## src/rtl/core/edre_pkg.sv

```systemverilog
// Shared types and codes for the edit distance row engine.
// No dependencies; used by edit_distance_row_engine.
package edre_pkg;

   localparam int KIND_W = 2;

   typedef logic [KIND_W-1:0] kind_type;

   localparam kind_type KIND_LOAD    = 2'd0;
   localparam kind_type KIND_PROCESS = 2'd1;
   localparam kind_type KIND_REPORT  = 2'd2;

   localparam int SYM_W  = 8;
   localparam int DIST_W = 7;

   typedef enum logic [1:0] {
      ST_IDLE,
      ST_SWEEP,
      ST_DELIVER
   } state_type;

endpackage

```

## src/rtl/core/edre_ram.sv

```systemverilog
// Generic simple dual-port RAM: one write port, one read port, registered read.
// No dependencies; instanced for the reference bytes and the row costs.
module edre_ram #(
   parameter int WIDTH  = 8,
   parameter int DEPTH  = 64,
   parameter int ADDR_W = $clog2(DEPTH)
) (
   input  logic              clock,
   input  logic              wr_en,
   input  logic [ADDR_W-1:0] wr_addr,
   input  logic [WIDTH-1:0]  wr_data,
   input  logic              rd_en,
   input  logic [ADDR_W-1:0] rd_addr,
   output logic [WIDTH-1:0]  rd_data
);

   logic [WIDTH-1:0] mem_ff [DEPTH];

   always_ff @(posedge clock) begin
      if (wr_en) begin
         mem_ff[wr_addr] <= wr_data;
      end
      if (rd_en) begin
         rd_data <= mem_ff[rd_addr];
      end
   end

endmodule

```

## src/rtl/core/edit_distance_row_engine.sv

```systemverilog
// Levenshtein edit distance engine, single-row dynamic programming table in RAM.
// Depends on edre_pkg and edre_ram.
//
// Usage:
//   req channel: tuser[1:0] is the kind, tdata[7:0] the symbol byte.
//     Kind 0 appends one reference byte before the first kind 1. Kind 1 takes
//     one byte of the other string and sweeps the row, one cell per cycle:
//     the sweep holds the input (req_tready low) until every column of the
//     row cost RAM is read and written back. Kind 2 reads the last row
//     entry and returns one transaction on rsp; kind 3 is dropped.
//   rsp channel: tdata[6:0] distance (saturated at 127), tuser[0] overflow.
//     The result sits in an output register; kinds 0 and 1 keep flowing while
//     it waits. A kind 2 stays in the deliver state until the output register
//     is free, so a stalled receiver eventually stalls req as well.
//   Report: a kind 2 reads the row RAM on acceptance, then the deliver
//     state loads the output register once it is free.
//   Reset: synchronous, active high; clears lengths, row counter, overflow
//     and the output valid flag. No RAM clearing pass: every row entry is
//     written on load before it is read, and entry zero lives in a counter.
//   Overflow: bytes beyond MAX_LEN on either string set a sticky flag that
//     is reported and cleared with the next kind 2.
module edit_distance_row_engine #(
   parameter int MAX_LEN = 64
) (
   input  logic       clock,
   input  logic       reset,
   input  logic       req_tvalid,
   output logic       req_tready,
   input  logic [7:0] req_tdata,   // [7:0] symbol
   input  logic [1:0] req_tuser,   // [1:0] kind
   output logic       rsp_tvalid,
   input  logic       rsp_tready,
   output logic [7:0] rsp_tdata,   // [6:0] distance, [7] zero
   output logic [0:0] rsp_tuser    // [0] overflow
);

   localparam int LW = $clog2(MAX_LEN + 1);       // counters, 0..MAX_LEN
   localparam int AW = $clog2(MAX_LEN);           // RAM address
   localparam int CW = LW;                        // row cost, 0..MAX_LEN
   localparam int DW = (CW > edre_pkg::DIST_W) ? CW : edre_pkg::DIST_W;

   edre_pkg::state_type state_ff, state_in;

   logic [LW-1:0] len_ff, len_in;       // reference length
   logic [LW-1:0] rows_ff, rows_in;     // rows processed, also row entry zero
   logic          ovf_ff, ovf_in;
   logic [LW-1:0] iss_ff, iss_in;       // next sweep column to read
   logic          pv_ff, pv_in;         // read data of a sweep column pending
   logic [AW-1:0] paddr_ff, paddr_in;
   logic [CW-1:0] diag_ff, diag_in;
   logic [CW-1:0] left_ff, left_in;
   logic [7:0]    sym_ff, sym_in;
   logic          rsp_valid_ff, rsp_valid_in;
   logic [edre_pkg::DIST_W-1:0] rsp_dist_ff, rsp_dist_in;
   logic          rsp_ovf_ff, rsp_ovf_in;

   logic          req_accept;
   edre_pkg::kind_type kind;
   logic          sweep_rd;
   logic          out_free;
   logic          len_full;
   logic          rows_full;

   logic          ref_we;
   logic [AW-1:0] ref_waddr;
   logic [7:0]    ref_rdata;
   logic          row_we;
   logic [AW-1:0] row_waddr;
   logic [CW-1:0] row_wdata;
   logic          row_re;
   logic [AW-1:0] row_raddr;
   logic [CW-1:0] row_rdata;

   logic [CW-1:0] min_ud;
   logic [CW-1:0] min_all;
   logic [CW-1:0] new_cost;
   logic [CW-1:0] final_cost;
   logic [DW-1:0] final_wide;

   assign kind       = req_tuser;
   assign req_tready = (state_ff == edre_pkg::ST_IDLE);
   assign req_accept = req_tvalid && req_tready;
   assign sweep_rd   = (state_ff == edre_pkg::ST_SWEEP) && (iss_ff < len_ff);
   assign out_free   = !rsp_valid_ff || rsp_tready;
   assign len_full   = (len_ff == LW'(MAX_LEN));
   assign rows_full  = (rows_ff == LW'(MAX_LEN));

   // One cell of the recurrence: match takes the diagonal, else min of three plus one.
   assign min_ud   = (row_rdata < diag_ff) ? row_rdata : diag_ff;
   assign min_all  = (min_ud < left_ff) ? min_ud : left_ff;
   assign new_cost = (ref_rdata == sym_ff) ? diag_ff : CW'({1'b0, min_all} + (CW+1)'(1));

   // Empty reference: the answer is row entry zero, i.e. the row counter.
   assign final_cost = (len_ff == '0) ? rows_ff : row_rdata;
   assign final_wide = DW'(final_cost);

   // RAM ports: loads write in idle, the sweep writes one column behind its reads.
   assign ref_we    = req_accept && (kind == edre_pkg::KIND_LOAD) && (rows_ff == '0) && !len_full;
   assign ref_waddr = len_ff[AW-1:0];
   assign row_we    = ref_we || pv_ff;
   assign row_waddr = pv_ff ? paddr_ff : len_ff[AW-1:0];
   assign row_wdata = pv_ff ? new_cost : CW'(len_ff + LW'(1));
   assign row_re    = sweep_rd || (req_accept && (kind == edre_pkg::KIND_REPORT));
   assign row_raddr = sweep_rd ? iss_ff[AW-1:0] : AW'(LW'(len_ff - LW'(1)));

   edre_ram #(
      .WIDTH (8),
      .DEPTH (MAX_LEN)
   ) u_ref_ram (
      .clock   (clock),
      .wr_en   (ref_we),
      .wr_addr (ref_waddr),
      .wr_data (req_tdata),
      .rd_en   (sweep_rd),
      .rd_addr (iss_ff[AW-1:0]),
      .rd_data (ref_rdata)
   );

   // Row entries one..MAX_LEN, stored at address minus one.
   edre_ram #(
      .WIDTH (CW),
      .DEPTH (MAX_LEN)
   ) u_row_ram (
      .clock   (clock),
      .wr_en   (row_we),
      .wr_addr (row_waddr),
      .wr_data (row_wdata),
      .rd_en   (row_re),
      .rd_addr (row_raddr),
      .rd_data (row_rdata)
   );

   // Next state.
   always_comb begin
      state_in = state_ff;
      case (state_ff)
         edre_pkg::ST_IDLE: begin
            if (req_accept) begin
               if (kind == edre_pkg::KIND_PROCESS && !rows_full && len_ff != '0) begin
                  state_in = edre_pkg::ST_SWEEP;
               end else if (kind == edre_pkg::KIND_REPORT) begin
                  state_in = edre_pkg::ST_DELIVER;
               end
            end
         end
         edre_pkg::ST_SWEEP: begin
            // Leave once all columns are read; the last write-back retires this cycle.
            if (!sweep_rd) begin
               state_in = edre_pkg::ST_IDLE;
            end
         end
         edre_pkg::ST_DELIVER: begin
            if (out_free) begin
               state_in = edre_pkg::ST_IDLE;
            end
         end
         default: begin
            state_in = edre_pkg::ST_IDLE;
         end
      endcase
   end

   // Datapath and outputs.
   always_comb begin
      len_in       = len_ff;
      rows_in      = rows_ff;
      ovf_in       = ovf_ff;
      iss_in       = iss_ff;
      pv_in        = sweep_rd;
      paddr_in     = iss_ff[AW-1:0];
      diag_in      = diag_ff;
      left_in      = left_ff;
      sym_in       = sym_ff;
      rsp_valid_in = rsp_valid_ff && !rsp_tready;
      rsp_dist_in  = rsp_dist_ff;
      rsp_ovf_in   = rsp_ovf_ff;

      case (state_ff)
         edre_pkg::ST_IDLE: begin
            if (req_accept) begin
               case (kind)
                  edre_pkg::KIND_LOAD: begin
                     if (rows_ff == '0) begin
                        if (len_full) begin
                           ovf_in = 1'b1;
                        end else begin
                           len_in = LW'(len_ff + LW'(1));
                        end
                     end
                  end
                  edre_pkg::KIND_PROCESS: begin
                     if (rows_full) begin
                        ovf_in = 1'b1;
                     end else begin
                        diag_in = rows_ff;
                        left_in = CW'(rows_ff + LW'(1));
                        rows_in = LW'(rows_ff + LW'(1));
                        sym_in  = req_tdata;
                        iss_in  = '0;
                     end
                  end
                  default: begin
                  end
               endcase
            end
         end
         edre_pkg::ST_SWEEP: begin
            if (sweep_rd) begin
               iss_in = LW'(iss_ff + LW'(1));
            end
            if (pv_ff) begin
               diag_in = row_rdata;
               left_in = new_cost;
            end
         end
         edre_pkg::ST_DELIVER: begin
            if (out_free) begin
               rsp_valid_in = 1'b1;
               rsp_dist_in  = (final_wide > DW'(127)) ? 7'd127 : final_wide[6:0];
               rsp_ovf_in   = ovf_ff;
               len_in       = '0;
               rows_in      = '0;
               ovf_in       = 1'b0;
            end
         end
         default: begin
         end
      endcase
   end

   always_ff @(posedge clock) begin
      if (reset) begin
         state_ff     <= edre_pkg::ST_IDLE;
         len_ff       <= '0;
         rows_ff      <= '0;
         ovf_ff       <= 1'b0;
         pv_ff        <= 1'b0;
         rsp_valid_ff <= 1'b0;
      end else begin
         state_ff     <= state_in;
         len_ff       <= len_in;
         rows_ff      <= rows_in;
         ovf_ff       <= ovf_in;
         pv_ff        <= pv_in;
         rsp_valid_ff <= rsp_valid_in;
      end
   end

   always_ff @(posedge clock) begin
      iss_ff      <= iss_in;
      paddr_ff    <= paddr_in;
      diag_ff     <= diag_in;
      left_ff     <= left_in;
      sym_ff      <= sym_in;
      rsp_dist_ff <= rsp_dist_in;
      rsp_ovf_ff  <= rsp_ovf_in;
   end

   assign rsp_tvalid = rsp_valid_ff;
   assign rsp_tdata  = {1'b0, rsp_dist_ff};
   assign rsp_tuser  = rsp_ovf_ff;

   // A pending write-back only exists inside a sweep.
   a_pending_in_sweep: assert property (@(posedge clock) disable iff (reset)
      pv_ff |-> (state_ff == edre_pkg::ST_SWEEP))
      else $error("sweep write-back outside sweep");

   a_len_bound: assert property (@(posedge clock) disable iff (reset)
      (len_ff <= LW'(MAX_LEN)) && (rows_ff <= LW'(MAX_LEN)))
      else $error("length counter beyond MAX_LEN");

   // Reference bytes after the first processed byte must not grow the row.
   a_late_load: assert property (@(posedge clock) disable iff (reset)
      (req_accept && kind == edre_pkg::KIND_LOAD && rows_ff != '0) |=> $stable(len_ff))
      else $error("late reference byte changed length");

   a_wb_addr: assert property (@(posedge clock) disable iff (reset)
      pv_ff |-> (LW'(paddr_ff) < len_ff))
      else $error("sweep writes beyond reference length");

   // Delivery fills the output register and clears the strings.
   a_deliver: assert property (@(posedge clock) disable iff (reset)
      (state_ff == edre_pkg::ST_DELIVER && out_free) |=>
         (rsp_valid_ff && len_ff == '0 && rows_ff == '0 && !ovf_ff))
      else $error("report did not deliver and clear");

endmodule
```

## config.mk

```make
export PLATFORM = sky130hd
export DESIGN_NAME = edit_distance_row_engine
export DESIGN_NICKNAME = d
export VERILOG_FILES = /design/src/rtl/core/edre_pkg.sv /design/src/rtl/core/edre_ram.sv /design/src/rtl/core/edit_distance_row_engine.sv
export SDC_FILE = /design/constraint.sdc
export NUM_CORES = 1
export LEC_CHECK = 0
export BUFFER_PORTS_ARGS = -buffer_cell sky130_fd_sc_hd__buf_4
export CORE_UTILIZATION = 50
export CTS_CLUSTER_SIZE = 25
export DETAILED_ROUTE_END_ITERATION = 12
export PLACE_DENSITY = 0.68
export SLEW_MARGIN = 0
export SYNTH_ARGS = -nofsm -noshare
export SYNTH_HDL_FRONTEND = slang
export SYNTH_SLANG_ARGS = --single-unit
```

## constraint.sdc

```tcl
create_clock -name clock -period 9.8 [get_ports clock]
set_input_delay 1.96 -clock clock [delete_from_list [all_inputs] [get_ports clock]]
set_output_delay 1.96 -clock clock [all_outputs]
set_load 0.05 [all_outputs]
```

==> run_results.csv <==
group,metric,value,unit
run_status,outcome,"complete, no violations",
global_route,grt_max_degree,146,
detailed_routing,totalWireLength,99200,µm
detailed_routing,via_per_inst,6.16,
detailed_routing,drtIter0Drc,2674,
cts,tritoncts,"built",
detailed_routing,first_pass_iters,8,
placement,io_buffer_count,23,
sta,finalSetupViolCount,0,
placement,dp_hpwl,61400,µm
cells_and_area,utilization,0.562,
sta,tns,0,ns
placement,place.gp.congestion,0.903,
detailed_routing,vias,23000,
floorplan,fp.coreArea,83600,µm²
worst_setup_path,r2r_start,"u_row_ram.rd_data[4]",
yosys,yosys_warnings,0,
worst_setup_path,endpoint,"u_row_ram.mem_ff[35][6]",
sta,slew_violations,0,
worst_setup_path,slowest_delay,0.55,ns
sta,clock.fmax,0.155,GHz
worst_setup_path,reg2regPathDepth,23,
global_route,grt_antenna_before_repair,1,
cts,clkTransAtPathRegs,0.06,ns
cells_and_area,antenna_cells,0,
worst_setup_path,worst_ep_arrival_time,6.82,ns
yosys,synthCells,2530,
sta,relSlewSlack,0.164,
sta,finalCritPeriodShare,0.660,
worst_setup_path,crit_path_start_kind,"register",
worst_setup_path,critical_path_class,"reg2reg",
yosys,netlist_area,42200,µm²
sta,rsz0062_at_grt,"false",
pwr,peakVddDrop,0.000144,V
yosys,synthTopCellsByArea,"edfxtp_1 (72%), mux4_2 (9.6%), nand2_1 (2.8%)",
floorplan,ios,25,
yosys,synth.avg_cell_area,16.7,µm²
global_route,grt_pass1_wl,148000,µm
global_route,first_global_vias,22800,
worst_setup_path,crit_required,10.15,ns
floorplan,dieArea,85500,µm²
yosys,synth_flop_cell,"edfxtp_1",
pwr,powerDensity,197,nW/µm²
sta,hold_viol_final,0,
floorplan,die_w,292,µm
cts,cts_setup_buffers,0,
cells_and_area,ff_latch_area,30900,µm²
sta,fin_skew,0.0651,ns
sta,worst_slew_pin_slew,1.25,ns
floorplan,rows,106,
worst_setup_path,r2r-end,"u_row_ram.mem_ff[35][6]",
worst_setup_path,crit_path_end_kind,"register",
detailed_routing,ant_nets,0,
yosys,ys_seq_elements,1037,
yosys,yosysUniqueCellTypes,75,
sta,setup_ws,3.33,ns
yosys,syn_nets,2569,
detailed_routing,drc,0,
yosys,synth.top_cell.area_share,0.720,
global_route,grt-ovfl-total,0,
cts,cts_buffers,103,
cells_and_area,nets,2596,
sta,fin_crit,6.47,ns
yosys,async_flop_share,0,
worst_setup_path,startpoint,"u_row_ram.rd_data[4]",
worst_setup_path,crit_slowest_cell,"buf_4",
global_route,track_usage,0.235,
placement,dp_slack,3.51,ns
worst_setup_path,r2r_slack,3.33,ns
worst_setup_path,path_cells,"ha_1 -> a21o_1 -> a211oi_1 -> o21a_1 -> or2_2 -> mux2_2 -> ha_1 -> a21o_1 -> a21o_1 -> a211oi_1 -> nand3_1 -> nor3_1 -> nor3_1 -> buf_4 -> mux2_2 -> ha_1 -> nand3_1 -> nor3_1 -> xnor2_1 -> nand2_1 -> nand4b_1 -> o211ai_1 -> buf_4",
cts,holdBufCountCts,0,
floorplan,die_h,292,µm
sta,holdWs,0.433,ns
pwr,power,9250,µW
cells_and_area,mostFrequentLayoutCells,"edfxtp_1 (1012), nand2_1 (309), nor2_1 (189), mux4_2 (180), nand3_1 (112)",
yosys,ys_seq_area_frac,0.732,
cts,cts_resized,0,
cells_and_area,multiInputGateArea,10700,µm²
floorplan,start_util,0.505,
cts,h-tree-depth,3,
yosys,synth_top_area_cell,"edfxtp_1",
yosys,synth_edf_count,1012,
cells_and_area,areaGrowthSynthToFinish,11.4,%
cts,clock_sinks,1037,
worst_setup_path,cp_max_fo,64,
cts,cts_root_buffer,"clkbuf_16",
min_path,min_path_type,"reg2reg",
cells_and_area,drive_gt1_frac,0.164,
cts,cts_buffer_depth,3,
cts,clock_latency,0.70,ns
cells_and_area,final_common_cell,"edfxtp_1",
run,maxCapViolCount,0,
detailed_routing,wl_per_cell,26.6,µm
cells_and_area,n_fill_cell,6315,
pwr,p_leak,0.0153,µW
==> worst max-delay path: cells and delay by family (launching register included) <==
family,cells,cell delay [ns]
compound gates,7,1.80
simple gates,8,1.41
fa+ha+maj,3,0.89
buf+inv,2,0.75
mux,2,0.64
flops,1,0.48
xor+xnor,1,0.10
==> state kept, by name, indices dropped and copies added (netlist names), 2 cells and up <==
register	cells
u_ref_ram.mem_ff	512
u_row_ram.mem_ff	448
sym_ff	8
u_ref_ram.rd_data	8
diag_ff	7
iss_ff	7
left_ff	7
len_ff	7
rows_ff	7
rsp_dist_ff	7
u_row_ram.rd_data	7
paddr_ff	6
state_ff	2
==> layer usage <==
layer,vias to the layer above,wire (µm),track usage
met1,11700,41400,0.339
li1,10000,-,-
met2,1041,46900,0.365
met4,0,3240,0.0825
met3,183,7690,0.0370
met5,-,0,0
==> Yosys cell counts (all sizes together) (14+ instances only) <==
cell / number
mux4: 180
mux2i: 65
buf: 61
xnor2: 25
a31oi: 20
nand2: 310
clkbuf: 72
a21oi: 93
a22oi: 16
dfxtp: 25
mux2: 28
inv: 22
o21ai: 41
nor4: 14
nand4: 29
nor3: 22
nor2: 189
o22ai: 16
ha: 25
nand3: 112
edfxtp: 1012
==> area by class of cell <==
cell class	count	area share
Clock inverter	61	0.0161
Clock buffer	133	0.0583
Tap cell	1080	0.0288
Sequential cell	1037	0.657
Multi-Input combinational cell	1333	0.228
Inverter	27	0.00216
Timing Repair Buffer	55	0.00959
==> through the flow <==
stage,std cells,area (µm²)
floorplan,2530,42200
global placement,3532,43500
detailed placement,3532,43500
CTS,3726,47000
global route,3726,47000
finish,3726,47000
==> worst min path at each step <==
| stage | start | to | slack (ns) | cells past startpoint |
|---|---|---|---|---|
| final | ovf_ff | rsp_tuser | 0.43 | 0 |
| after global placement | ovf_ff | rsp_tuser | 0.42 | 0 |
| after floorplan | iss_ff[3] | paddr_ff[3] | 0.37 | 0 |
| after CTS | ovf_ff | rsp_tuser | 0.44 | 0 |
| after global routing | ovf_ff | rsp_tuser | 0.46 | 0 |
| after detailed placement | ovf_ff | rsp_tuser | 0.42 | 0 |
==> power breakdown <==
part	switching [µW]	internal, µW	leakage (µW)
Clock	1700	2290	0.00167
Sequential	8.88	4850	0.00979
Combinational	272	126	0.00380
==> cell families after synthesis <==
| kind of cell | after synthesis | share of synthesized area |
|---|---|---|
| compound gates | 273 | 0.0424 |
| fa+ha+maj | 25 | 0.00742 |
| mux | 273 | 0.119 |
| buf+inv | 160 | 0.0164 |
| other cells | 1 | 0.0000889 |
| xor+xnor | 34 | 0.00706 |
| simple gates | 727 | 0.0752 |
| flops | 1037 | 0.732 |
No activity file was read; power rests on OpenSTA's default activity.
